### config.mk
export PLATFORM = sky130hd
export DESIGN_NAME = tcp_segment_reassembly_table_top
export DESIGN_NICKNAME = d
export VERILOG_FILES = /design/src/sv/tsra_pkg.sv /design/src/sv/tcp_segment_reassembly_table_top.sv
export SDC_FILE = /design/constraint.sdc
export NUM_CORES = 2
export LEC_CHECK = 0
export ABC_AREA = 0
export BUFFER_PORTS_ARGS = -buffer_cell sky130_fd_sc_hd__buf_4
export CORE_MARGIN = 1.5
export CORE_UTILIZATION = 58
export CTS_CLUSTER_SIZE = 30
export DETAILED_ROUTE_END_ITERATION = 7
export PLACE_DENSITY = 0.77
export SYNTH_ARGS = -nofsm -noshare
export SYNTH_HDL_FRONTEND = slang
export SYNTH_SLANG_ARGS = --single-unit
### constraint.sdc
create_clock -name clk -period 10.1 [get_ports clk]
set_clock_uncertainty 0.1 [all_clocks]
set_input_delay 3.03 -clock clk [delete_from_list [all_inputs] [get_ports clk]]
set_output_delay 3.03 -clock clk [all_outputs]
set_load 0.02 [all_outputs]
### src/sv/tsra_pkg.sv
package tsra_pkg;

  // one segment descriptor as held in the table memory
  typedef struct packed {
    logic [63:0] seq;
    logic [15:0] len;
    logic [15:0] rp;
    logic        st;
    logic        en;
  } entry_t;

  typedef enum logic [3:0] {
    ST_INSERTED = 4'd0,
    ST_MERGED   = 4'd1,
    ST_DROP     = 4'd2,
    ST_BEFORE   = 4'd3,
    ST_EMPTY    = 4'd4,
    ST_FULL     = 4'd5,
    ST_DATA     = 4'd6,
    ST_NONE     = 4'd7,
    ST_GAP      = 4'd8
  } status_t;

  typedef enum logic [3:0] {
    S_IDLE,
    S_EXT,
    S_WALK,
    S_DECIDE,
    S_SHIFT_UP,
    S_INSERT,
    S_CON_RD,
    S_CON_CHK,
    S_SHIFT_DN
  } fsm_t;

  localparam logic        OP_STORE   = 1'b0;
  localparam logic        OP_CONSUME = 1'b1;
  localparam logic [31:0] SEQ_MAX    = 32'hFFFF_FFFF;
  localparam logic [31:0] WRAP_RESET = 32'd14600;

endpackage

### src/sv/tcp_segment_reassembly_table_top.sv
// TCP segment reassembly table for one direction. Descriptors (64-bit
// extended sequence, length, read position, start/end flags) live in one
// synchronous memory of MAX_SEGMENTS entries kept in sequence order. Pulse
// start while busy is low; exactly one result follows, shown for a single
// cycle with done high, and the receiver cannot stall it. A consume reads
// the front entry and, when the front is popped, checks the next entry and
// moves the entries down one at a time. A store on an empty table goes
// straight to the decision. Otherwise a store extends the sequence from
// the front entry, walks the table one entry at a time, decides when it is
// not merged or dropped, and, when a slot is opened, shifts entries up one
// at a time and then writes the new entry; the single read port of the
// table memory sets this pace. The wrap window register may be written
// whenever the block is idle.
module tcp_segment_reassembly_table_top #(
  parameter int MAX_SEGMENTS = 16,
  parameter int MAX_FUTURE   = 15
) (
  input  logic        clk,
  input  logic        rst,
  input  logic        start,
  output logic        busy,
  input  logic        operation,
  input  logic [31:0] seq_number,
  input  logic [15:0] payload_len,
  input  logic        syn_flag,
  input  logic        fin_or_rst,
  input  logic [15:0] request_len,
  input  logic        cfg_valid,
  output logic        cfg_ready,
  input  logic [31:0] cfg_data,
  output logic        done,
  output logic [3:0]  status,
  output logic [31:0] seq_out,
  output logic [15:0] byte_count,
  output logic [15:0] trim_front,
  output logic        start_of_stream,
  output logic        end_of_stream,
  output logic [4:0]  queue_count
);
  import tsra_pkg::*;

  localparam int IW = (MAX_SEGMENTS > 1) ? $clog2(MAX_SEGMENTS) : 1;
  localparam int CW = $clog2(MAX_SEGMENTS + 1);

  // table memory
  entry_t mem [MAX_SEGMENTS];
  entry_t rdata;
  logic          we, rd_en;
  logic [IW-1:0] wa, ra;
  entry_t        wd;

  always_ff @(posedge clk) begin
    if (we) begin
      mem[wa] <= wd;
    end
    if (rd_en) begin
      rdata <= mem[ra];
    end
  end

  // control and working registers
  fsm_t          state, state_next;
  logic [CW-1:0] used, used_next;
  logic [CW-1:0] pos, pos_next;
  logic [CW-1:0] k, k_next;
  logic [31:0]   ww;
  logic [63:0]   seq_r, seq_r_next;
  logic [15:0]   len_r, len_r_next;
  logic [15:0]   plen_r, plen_r_next;
  logic [15:0]   trim_r, trim_r_next;
  logic [15:0]   req_r, req_r_next;
  logic          syn_r, syn_r_next, fin_r, fin_r_next;
  entry_t        prev, prev_next;
  entry_t        fr, fr_next;
  logic [15:0]   chk, chk_next;

  logic          emit;
  status_t       e_status;
  logic [31:0]   e_seq;
  logic [15:0]   e_cnt, e_trim;
  logic          e_s, e_e;

  // shared terms
  logic [31:0] seq_in;
  logic [31:0] front_lo, seq_lo;
  logic        wrap_dec, wrap_inc;
  logic        w_eq, w_lt, w_ovl, w_drop, w_more;
  logic [63:0] diff_lt, diff_gt;
  logic [15:0] extra;
  logic [CW-1:0] pos_inc;
  logic        d_empty, d_before, d_full, d_pred;
  logic [63:0] prev_end;
  logic        c_read_all, c_req0, c_pop_try, c_match;
  logic [15:0] c_rem, c_chunk;
  logic        su_more, sd_more;
  entry_t      new_ent;

  assign seq_in   = seq_number + {31'd0, syn_flag};
  assign front_lo = rdata.seq[31:0];
  assign seq_lo   = seq_r[31:0];
  assign wrap_dec = (seq_lo > SEQ_MAX - ww) && (front_lo < ww);
  assign wrap_inc = (front_lo > SEQ_MAX - ww) && (seq_lo < ww);

  assign w_eq    = seq_r == rdata.seq;
  assign w_lt    = seq_r < rdata.seq;
  assign diff_lt = rdata.seq - seq_r;
  assign diff_gt = seq_r - rdata.seq;
  assign w_ovl   = {48'd0, rdata.len} > diff_gt;
  assign extra   = rdata.len - diff_gt[15:0];
  assign w_drop  = w_ovl && (len_r <= extra);
  assign pos_inc = pos + CW'(1);
  assign w_more  = pos_inc < used;

  assign prev_end = prev.seq + {48'd0, prev.len};
  assign d_empty  = (len_r == 16'd0) && !syn_r && !fin_r;
  assign d_before = (used != '0) && (pos == '0);
  assign d_full   = {{(32-CW){1'b0}}, used} >= 32'(MAX_SEGMENTS);
  assign d_pred   = (pos != '0) && (prev.rp >= prev.len) && (prev_end == seq_r);

  assign su_more = (k - CW'(1)) > pos;
  assign sd_more = ({1'b0, k} + (CW+1)'(2)) < {1'b0, used};

  assign c_read_all = rdata.rp >= rdata.len;
  assign c_req0     = req_r == 16'd0;
  assign c_rem      = rdata.len - rdata.rp;
  assign c_chunk    = (req_r < c_rem) ? req_r : c_rem;
  assign c_pop_try  = !rdata.en && (req_r >= c_rem) && (used >= CW'(2));
  assign c_match    = rdata.seq == fr.seq + {48'd0, fr.len};

  assign new_ent = '{seq: seq_r, len: len_r, rp: 16'd0, st: syn_r, en: fin_r};

  // next state
  always_comb begin
    state_next = state;
    case (state)
      S_IDLE: begin
        if (start) begin
          if (operation == OP_CONSUME) begin
            state_next = (used == '0) ? S_IDLE : S_CON_RD;
          end else begin
            state_next = (used == '0) ? S_DECIDE : S_EXT;
          end
        end
      end
      S_EXT: state_next = S_WALK;
      S_WALK: begin
        if (w_eq || (!w_lt && w_drop)) begin
          state_next = S_IDLE;
        end else if (w_lt || !w_more) begin
          state_next = S_DECIDE;
        end
      end
      S_DECIDE: begin
        if (!d_empty && !d_before && !d_full && !d_pred && used > pos) begin
          state_next = S_SHIFT_UP;
        end else begin
          state_next = S_IDLE;
        end
      end
      S_SHIFT_UP: state_next = su_more ? S_SHIFT_UP : S_INSERT;
      S_INSERT:   state_next = S_IDLE;
      S_CON_RD: begin
        if (!c_read_all && !c_req0 && c_pop_try) begin
          state_next = S_CON_CHK;
        end else begin
          state_next = S_IDLE;
        end
      end
      S_CON_CHK:  state_next = c_match ? S_SHIFT_DN : S_IDLE;
      S_SHIFT_DN: state_next = sd_more ? S_SHIFT_DN : S_IDLE;
      default:    state_next = S_IDLE;
    endcase
  end

  // datapath, memory control and result
  always_comb begin
    used_next   = used;
    pos_next    = pos;
    k_next      = k;
    seq_r_next  = seq_r;
    len_r_next  = len_r;
    plen_r_next = plen_r;
    trim_r_next = trim_r;
    req_r_next  = req_r;
    syn_r_next  = syn_r;
    fin_r_next  = fin_r;
    prev_next   = prev;
    fr_next     = fr;
    chk_next    = chk;
    we          = 1'b0;
    wa          = '0;
    wd          = new_ent;
    rd_en       = 1'b0;
    ra          = '0;
    emit        = 1'b0;
    e_status    = ST_NONE;
    e_seq       = '0;
    e_cnt       = '0;
    e_trim      = '0;
    e_s         = 1'b0;
    e_e         = 1'b0;
    case (state)
      S_IDLE: begin
        if (start) begin
          seq_r_next  = {32'd0, seq_in};
          len_r_next  = payload_len;
          plen_r_next = payload_len;
          trim_r_next = '0;
          syn_r_next  = syn_flag;
          fin_r_next  = fin_or_rst;
          req_r_next  = request_len;
          pos_next    = '0;
          if (used != '0) begin
            rd_en = 1'b1;
            ra    = '0;
          end else if (operation == OP_CONSUME) begin
            emit = 1'b1;
          end
        end
      end
      // extend the sequence from the front entry
      S_EXT: begin
        if (wrap_dec) begin
          seq_r_next = {rdata.seq[63:32] - 32'd1, seq_lo};
        end else if (wrap_inc) begin
          seq_r_next = {rdata.seq[63:32] + 32'd1, seq_lo};
        end else begin
          seq_r_next = {rdata.seq[63:32], seq_lo};
        end
        rd_en = 1'b1;
        ra    = '0;
      end
      // compare against one descriptor per cycle
      S_WALK: begin
        if (w_eq) begin
          wd = rdata;
          if (len_r > rdata.len) begin
            wd.len = len_r;
          end
          we       = 1'b1;
          wa       = pos[IW-1:0];
          emit     = 1'b1;
          e_status = ST_MERGED;
          e_seq    = rdata.seq[31:0];
          e_cnt    = wd.len;
          e_trim   = trim_r;
          e_s      = rdata.st;
          e_e      = rdata.en;
        end else if (w_lt) begin
          if ({48'd0, len_r} > diff_lt) begin
            len_r_next = diff_lt[15:0];
          end
        end else if (w_drop) begin
          emit     = 1'b1;
          e_status = ST_DROP;
          e_seq    = seq_lo;
          e_trim   = plen_r;
          e_s      = syn_r;
          e_e      = fin_r;
        end else begin
          if (w_ovl) begin
            len_r_next  = len_r - extra;
            trim_r_next = trim_r + extra;
            seq_r_next  = seq_r + {48'd0, extra};
          end
          prev_next = rdata;
          pos_next  = pos_inc;
          if (w_more) begin
            rd_en = 1'b1;
            ra    = pos_inc[IW-1:0];
          end
        end
      end
      // classify, join with a consumed adjacent predecessor, insert at the tail, or start opening a slot
      S_DECIDE: begin
        e_seq  = seq_lo;
        e_cnt  = len_r;
        e_trim = trim_r;
        e_s    = syn_r;
        e_e    = fin_r;
        if (d_empty) begin
          emit     = 1'b1;
          e_status = ST_EMPTY;
        end else if (d_before) begin
          emit     = 1'b1;
          e_status = ST_BEFORE;
        end else if (d_full) begin
          emit     = 1'b1;
          e_status = ST_FULL;
        end else if (d_pred) begin
          wd.st    = syn_r | (prev.st && prev.len == 16'd0);
          we       = 1'b1;
          wa       = pos[IW-1:0] - IW'(1);
          emit     = 1'b1;
          e_status = ST_INSERTED;
          e_s      = wd.st;
        end else if (used > pos) begin
          k_next = used;
          rd_en  = 1'b1;
          ra     = used[IW-1:0] - IW'(1);
        end else begin
          we        = 1'b1;
          wa        = pos[IW-1:0];
          used_next = used + CW'(1);
          emit      = 1'b1;
          e_status  = ST_INSERTED;
        end
      end
      // open a slot, one entry per cycle from the tail
      S_SHIFT_UP: begin
        we = 1'b1;
        wa = k[IW-1:0];
        wd = rdata;
        if (su_more) begin
          k_next = k - CW'(1);
          rd_en  = 1'b1;
          ra     = k[IW-1:0] - IW'(2);
        end
      end
      S_INSERT: begin
        we        = 1'b1;
        wa        = pos[IW-1:0];
        used_next = used + CW'(1);
        emit      = 1'b1;
        e_status  = ST_INSERTED;
        e_seq     = seq_lo;
        e_cnt     = len_r;
        e_trim    = trim_r;
        e_s       = syn_r;
        e_e       = fin_r;
      end
      // front entry is in rdata
      S_CON_RD: begin
        e_seq = rdata.seq[31:0] + {16'd0, rdata.rp};
        e_s   = rdata.st;
        e_e   = rdata.en;
        if (c_read_all) begin
          emit = 1'b1;
          if ({{(32-CW){1'b0}}, used} > 32'(MAX_FUTURE)) begin
            e_status = ST_GAP;
          end
        end else if (c_req0) begin
          emit = 1'b1;
        end else begin
          wd    = rdata;
          wd.rp = rdata.rp + c_chunk;
          we    = 1'b1;
          wa    = '0;
          fr_next  = rdata;
          chk_next = c_chunk;
          if (c_pop_try) begin
            rd_en = 1'b1;
            ra    = IW'(1);
          end else begin
            emit     = 1'b1;
            e_status = ST_DATA;
            e_cnt    = c_chunk;
          end
        end
      end
      S_CON_CHK: begin
        k_next = '0;
        if (!c_match) begin
          emit     = 1'b1;
          e_status = ST_DATA;
          e_seq    = fr.seq[31:0] + {16'd0, fr.rp};
          e_cnt    = chk;
          e_s      = fr.st;
          e_e      = fr.en;
        end
      end
      // pop the front, moving entries down one per cycle
      S_SHIFT_DN: begin
        we = 1'b1;
        wa = k[IW-1:0];
        wd = rdata;
        if (sd_more) begin
          k_next = k + CW'(1);
          rd_en  = 1'b1;
          ra     = k[IW-1:0] + IW'(2);
        end else begin
          used_next = used - CW'(1);
          emit      = 1'b1;
          e_status  = ST_DATA;
          e_seq     = fr.seq[31:0] + {16'd0, fr.rp};
          e_cnt     = chk;
          e_s       = fr.st;
          e_e       = fr.en;
        end
      end
      default: begin
      end
    endcase
  end

  // registers
  always_ff @(posedge clk) begin
    if (rst) begin
      state <= S_IDLE;
      used  <= '0;
      ww    <= WRAP_RESET;
      done  <= 1'b0;
    end else begin
      state <= state_next;
      used  <= used_next;
      done  <= emit;
      if (cfg_valid && cfg_ready) begin
        ww <= cfg_data;
      end
    end
  end

  always_ff @(posedge clk) begin
    pos    <= pos_next;
    k      <= k_next;
    seq_r  <= seq_r_next;
    len_r  <= len_r_next;
    plen_r <= plen_r_next;
    trim_r <= trim_r_next;
    req_r  <= req_r_next;
    syn_r  <= syn_r_next;
    fin_r  <= fin_r_next;
    prev   <= prev_next;
    fr     <= fr_next;
    chk    <= chk_next;
    if (emit) begin
      status          <= e_status;
      seq_out         <= e_seq;
      byte_count      <= e_cnt;
      trim_front      <= e_trim;
      start_of_stream <= e_s;
      end_of_stream   <= e_e;
      queue_count     <= 5'(used_next);
    end
  end

  assign busy      = state != S_IDLE;
  assign cfg_ready = 1'b1;

endmodule

After elaboration in Yosys (flattened, before gate mapping)
Memory sizes are Yosys's and may differ from the RTL's. A register that Yosys moved wholly into a read port is not among the register bits.
Index checks and enable logic that the tools add are counted.
{"block": "totals", "ff_bits": 468, "ram_bits": 1568, "in_bits": 103, "output_inout_bits": 78, "elab_cells": 342, "memories": 1}
{"name": "mem", "depth": 16, "word_bits": 98, "rd": 1, "rd_ports_with_merged_regs": 1, "write_ports": 1, "line_no": "tcp_segment_reassembly_table_top.sv:46", "rtl": "entry_t mem [MAX_SEGMENTS];"}
{"block": "op_classes", "add_sub_neg": 26, "n_lt_le_gt_ge": 20, "eq_ne": 27, "n_mux": 174, "n_bitwise": 7, "n_reduce_logical": 56}
{"operator": "$mux W64", "n": 7}
{"operator": "$mux W16", "n": 22}
{"operator": "$mux W98", "n": 3}
{"operator": "$pmux W96 S3", "n": 1}
{"operator": "$add A64 B16 Y64", "n": 3}
{"operator": "$eq A64 B64 Y1", "n": 3}
{"operator": "$pmux W64 S3", "n": 1}
{"operator": "$mux W32", "n": 5}
{"operator": "$pmux W32 S5", "n": 1}
{"operator": "$gt A16 B64 Y1", "n": 2}
{"operator": "$sub A64 B64 Y64", "n": 2}
{"operator": "$mux W4", "n": 28}
{"operator": "$pmux W16 S2", "n": 3}
{"operator": "$mux W5", "n": 17}
{"operator": "$pmux W16 S5", "n": 1}
{"operator": "$add A32 B16 Y32", "n": 2}
{"operator": "$gt A32 B32 Y1", "n": 2}
{"operator": "$lt A32 B32 Y1", "n": 2}
{"operator": "$lt A64 B64 Y1", "n": 1}
{"operator": "$mux W1", "n": 62}
{"operator": "$ge A16 B16 Y1", "n": 3}
{"operator": "$logic_not A16 Y1", "n": 3}
{"operator": "$sub A16 B16 Y16", "n": 3}
{"operator": "$add A16 B16 Y16", "n": 2}
{"operator": "other kinds (59)", "n": 131}

Logic depth before layout (Yosys ltp)
{"block": "logic_depth", "depth_word": 10, "depth_mapped": 42, "mapped_depth_nobuf": 40}

Worst setup path before layout
No wires, ideal clock.
{"block": "synth_path", "path_type": "reg2reg", "from": "register prev[18] in the netlist's numbering", "to": "memory mem[10][0] in the netlist's numbering (enable)", "setup_time_ns": 0.556, "t_arrival_ns": 9.118, "slack_ns": 0.326, "stages_incl_launch_ff": 20, "path_buffers": 1, "period_less_slack_ns": 9.774, "cell_sequence": "edfxtp_1 ha_1 inv_1 fa_1 nor2b_1 o211ai_1 a211oi_1 nor2_1 o41a_1 xnor2_1 or4_1 or4_1 a2111o_1 or3_1 buf_4 mux2_2 o22ai_1 a222oi_1 or3b_2 nor2_1"}
{"block": "synth_via", "elab_chain_cells": 10, "elab_cells_between_ends": 17}
{"item": "start: declaration", "line_no": "tcp_segment_reassembly_table_top.sv:73", "rtl": "entry_t prev, prev_next;"}
{"item": "start signal: assignment", "line_no": "tcp_segment_reassembly_table_top.sv:423", "rtl": "prev <= prev_next;"}
{"item": "$add A64 B16 Y64 / $ge A16 B16 Y1 (equally long branches)", "line_no": "tcp_segment_reassembly_table_top.sv:114, tcp_segment_reassembly_table_top.sv:118"}
{"item": "$eq A64 B64 Y1 / $logic_and A1 B1 Y1 (equally long branches)", "line_no": "tcp_segment_reassembly_table_top.sv:118", "rtl": "assign d_pred = (pos != '0) && (prev.rp >= prev.len) && (prev_end == seq_r);"}
{"item": "$logic_and A1 B1 Y1 (*)", "line_no": "tcp_segment_reassembly_table_top.sv:118"}
{"item": "$mux W1", "line_no": "tcp_segment_reassembly_table_top.sv:290", "rtl": "end else if (d_pred) begin"}
{"item": "$mux W1", "line_no": "tcp_segment_reassembly_table_top.sv:287", "rtl": "end else if (d_full) begin"}
{"item": "$mux W1", "line_no": "tcp_segment_reassembly_table_top.sv:284", "rtl": "end else if (d_before) begin"}
{"item": "$mux W1", "line_no": "tcp_segment_reassembly_table_top.sv:281", "rtl": "if (d_empty) begin"}
{"item": "$pmux W1 S4", "line_no": "tcp_segment_reassembly_table_top.sv:202", "rtl": "case (state)"}
{"item": "$mux W1", "line_no": "tcp_segment_reassembly_table_top.sv:53", "rtl": "if (we) begin"}
{"item": "$mux W1 (not written as such)", "line_no": "tcp_segment_reassembly_table_top.sv:54", "rtl": "mem[wa] <= wd;"}
{"item": "end: declaration", "line_no": "tcp_segment_reassembly_table_top.sv:46"}
Mark *: on every way between the ends. The rest lies on a longest branch, timed or not.

Worst setup path in the final report
{"block": "layout_path", "from": "register seq_r[1]", "to": "register rdata[2] (netlist name)"}
{"block": "layout_via", "elab_chain_cells": 8, "elab_cells_between_ends": 25}
{"item": "start: declaration", "line_no": "tcp_segment_reassembly_table_top.sv:67", "rtl": "logic [63:0] seq_r, seq_r_next;"}
{"item": "start signal: assignment", "line_no": "tcp_segment_reassembly_table_top.sv:416", "rtl": "seq_r <= seq_r_next;"}
{"item": "$sub A64 B64 Y64", "line_no": "tcp_segment_reassembly_table_top.sv:107", "rtl": "assign diff_gt = seq_r - rdata.seq;"}
{"item": "$sub A16 B16 Y16", "line_no": "tcp_segment_reassembly_table_top.sv:109", "rtl": "assign extra = rdata.len - diff_gt[15:0];"}
{"item": "$le A16 B16 Y1", "line_no": "tcp_segment_reassembly_table_top.sv:110", "rtl": "assign w_drop = w_ovl && (len_r <= extra);"}
{"item": "$logic_and A1 B1 Y1", "line_no": "tcp_segment_reassembly_table_top.sv:110"}
{"item": "$mux W1 / $mux W4 (equally long branches)", "line_no": "tcp_segment_reassembly_table_top.sv:253", "rtl": "end else if (w_drop) begin"}
{"item": "$mux W1 / $mux W4 (equally long branches)", "line_no": "tcp_segment_reassembly_table_top.sv:249", "rtl": "end else if (w_lt) begin"}
{"item": "$mux W1 / $mux W4 (equally long branches)", "line_no": "tcp_segment_reassembly_table_top.sv:235", "rtl": "if (w_eq) begin"}
{"item": "$pmux W1 S7 / $pmux W4 S5 (equally long branches)", "line_no": "tcp_segment_reassembly_table_top.sv:202"}
Parallel ways exist; a longest one is shown, timed or not.
A chain may end at the register's enable or synchronous reset.

==> results_dict.tcl <==
set metrics [dict create \
    synth_top_area_cell "edfxtp_1" \
    grt_pass1_wl_um 542000 \
    wirelength_um 385000 \
    slowest_stage "or4_1" \
    yosys-top-cells-area "edfxtp_1, mux2i_1, ha_1" \
    drcViolationCount 20 \
    initial_core_util_pct 58.3 \
    track_usage_pct 39.6 \
    worstPathRequired_ns 10.55 \
    rows 159 \
    fin_crit_sh_pct 93.8 \
    synth_cell_types 104 \
    rsz0062_at_grt "no" \
    slew_viol_final 0 \
    initialDrtViolationCount 11473 \
    hp-class "reg2reg" \
    post-cts-setup-buffers 0 \
    vias 80485 \
    worstPathMaxFanout 51 \
    portBuffers 179 \
    gr-total-overflow 0 \
    synthArstFlopShare_pct 0 \
    ant_nets 0 \
    yosysMostFrequentCell "edfxtp_1" \
    die_h_um 437 \
    nNetsFinal 9716 \
    hold_viol_final 0 \
    setup_viol 0 \
    synth_area_per_cell_um2 12.5 \
    clockBufferDepth 3 \
    crit_top_cell "a21o_1" \
    gp_congestion 1.02 \
    syn_nets 9393 \
    drt_pass1_iterations 8 \
    antenna_found_initial 16 \
    status "finished, violations left" \
    fin_crit_ns 9.47 \
    maxCapViolations 0 \
    die_width_um 437 \
    cts_root_buf "clkbuf_16" \
    synth_top_flop_cell "edfxtp_1" \
    max-slew-margin-rel_pct 4.50 \
    viasPerCell 6.84 \
    grt_pass1_vias 77073 \
    cts_resized 0 \
    numCtsBuffers 207 \
    cts.sinks 2134 \
    tightest_slew_ns 1.39 \
    cp-start-kind "flip-flop" \
    grt_max_degree 127 \
    yosysWarnings 0 \
    synth_edf_count 2092 \
    ios 181 \
    die_area_um2 191000 \
    slowest_delay_ns 0.70 \
    synth_seq_cells 2134 \
    syn_inst 8763 \
    wire_per_inst_um 32.8 \
    clk_latency_ns 0.94 \
    fin_tns_setup_ns 0 \
    fmax_mhz 106 \
    hold_buffers 0 \
    violations "design-rule violations" \
    hpwl_um 268000 \
    cts_tree "yes" \
    coreArea_um2 187000 \
    ctsHtreeMaxLevel 4 \
    ys_seq_area_share_pct 58.3 \
    drive_gt1_share_pct 10.0 \
    synth_top_area_share_pct 57.5 \
    crit_type "reg2reg" \
    synthesis.area_um2 109000 \
    path_clk_slew_ns 0.07 \
    yosys-top-cells-count "edfxtp_1, mux2i_1, nand2_1, ha_1, a21oi_1" \
    worstPathArrival_ns 9.93 \
    syn_to_final_growth_pct 11.8 \
    setup.worst_path.end_class "flip-flop" \
]
## cell usage in the layout, fill, tap and decap left out, drive strengths merged, types with 366 or more instances in the layout
master and n:
ha 515, o22ai 370, edfxtp 2092, nor2 387, o21ai 366, a21oi 513, mux2i 738, buf 516
nand2 593, inv 392
## registers in the layout (all words and copies together), names as in the netlist, 4 cells and up
name and count:
byte_count 16, front_lo 32, mem 1568, pos 5
seq_out 32, plen_r 16, status 4, prev 97
len_r 16, req_r 16, fr 98, queue_count 5
state 4, used 5, seq_r 64, rdata 66
trim_front 16, k 5, chk 16, ww 32
trim_r 16
## cells by family (layout without fill, tap and decap cells)
kind of cell,Yosys count,after routing,synth area share (%)
compound gates,2109,2109,12.6
xor+xnor,503,503,4.03
fa+ha+maj,527,527,6.12
buf+inv,792,1284,3.11
flops,2134,2134,58.3
mux,763,763,7.02
other cells,1,10,0.00343
simple gates,1934,1934,8.84
## layer usage
metal / share of wire, % / routed length, um / vias up / track usage (%)
li1: - / - / 34361 / -
met1: 38 / 146000 / 39816 / 54.5
met2: 44 / 171000 / 5324 / 60.4
met3: 12 / 46700 / 982 / 7.87
met4: 5.6 / 21600 / 2 / 19.2
met5: 0.0039 / 15 / - / 0
## area by class of cell
class,instances,area (um^2)
tap,2495,3120
inverter,390,1460
clock buffer,255,5380
antenna,9,22.5
multi-input combinational,5837,42500
clock inverter,123,1410
sequential,2134,63700
timing repair buffer,516,4550
fill,13578,65300
## worst paths after layout
kind                                start            end  slack [ns]  cells past startpoint
worst max-delay path             seq_r[1]       rdata[2]        0.63                     32
worst min-delay path            plen_r[7]  trim_front[7]        0.44                      1
worst max register to register   seq_r[1]       rdata[2]        0.63                     32
worst min register to register  plen_r[7]  trim_front[7]        0.44                      1
## critical path, delay by kind of cell, from the launching register on
kind	cells	cell delay [ns]
AO/OA/AOI/OAI	16	3.45
XOR/XNOR	1	0.35
adder cells (fa/ha/maj)	3	0.99
buffers and inverters	3	1.16
flip-flops	1	0.67
multiplexers	1	0.30
AND/OR/NAND/NOR	8	2.08
## metrics by stage
step / util [%] / instance area [um^2] / setup WS (ns) / std cells / hold WS [ns]
after floorplan: - / 109000 / 0.326 / 8763 / 0.374
after global placement: 61.5 / 115000 / 0.918 / 11372 / 0.426
after detailed placement: 61.5 / 115000 / 0.784 / 11372 / 0.435
after CTS: 65.1 / 122000 / 0.763 / 11750 / 0.446
after global routing: 65.1 / 122000 / 0.112 / 11750 / 0.459
final: 65.1 / 122000 / 0.625 / 11759 / 0.442
Power is left out: the tool's default activity adds up to more than one toggle a clock period on the data nets, which glitch-free logic cannot reach.
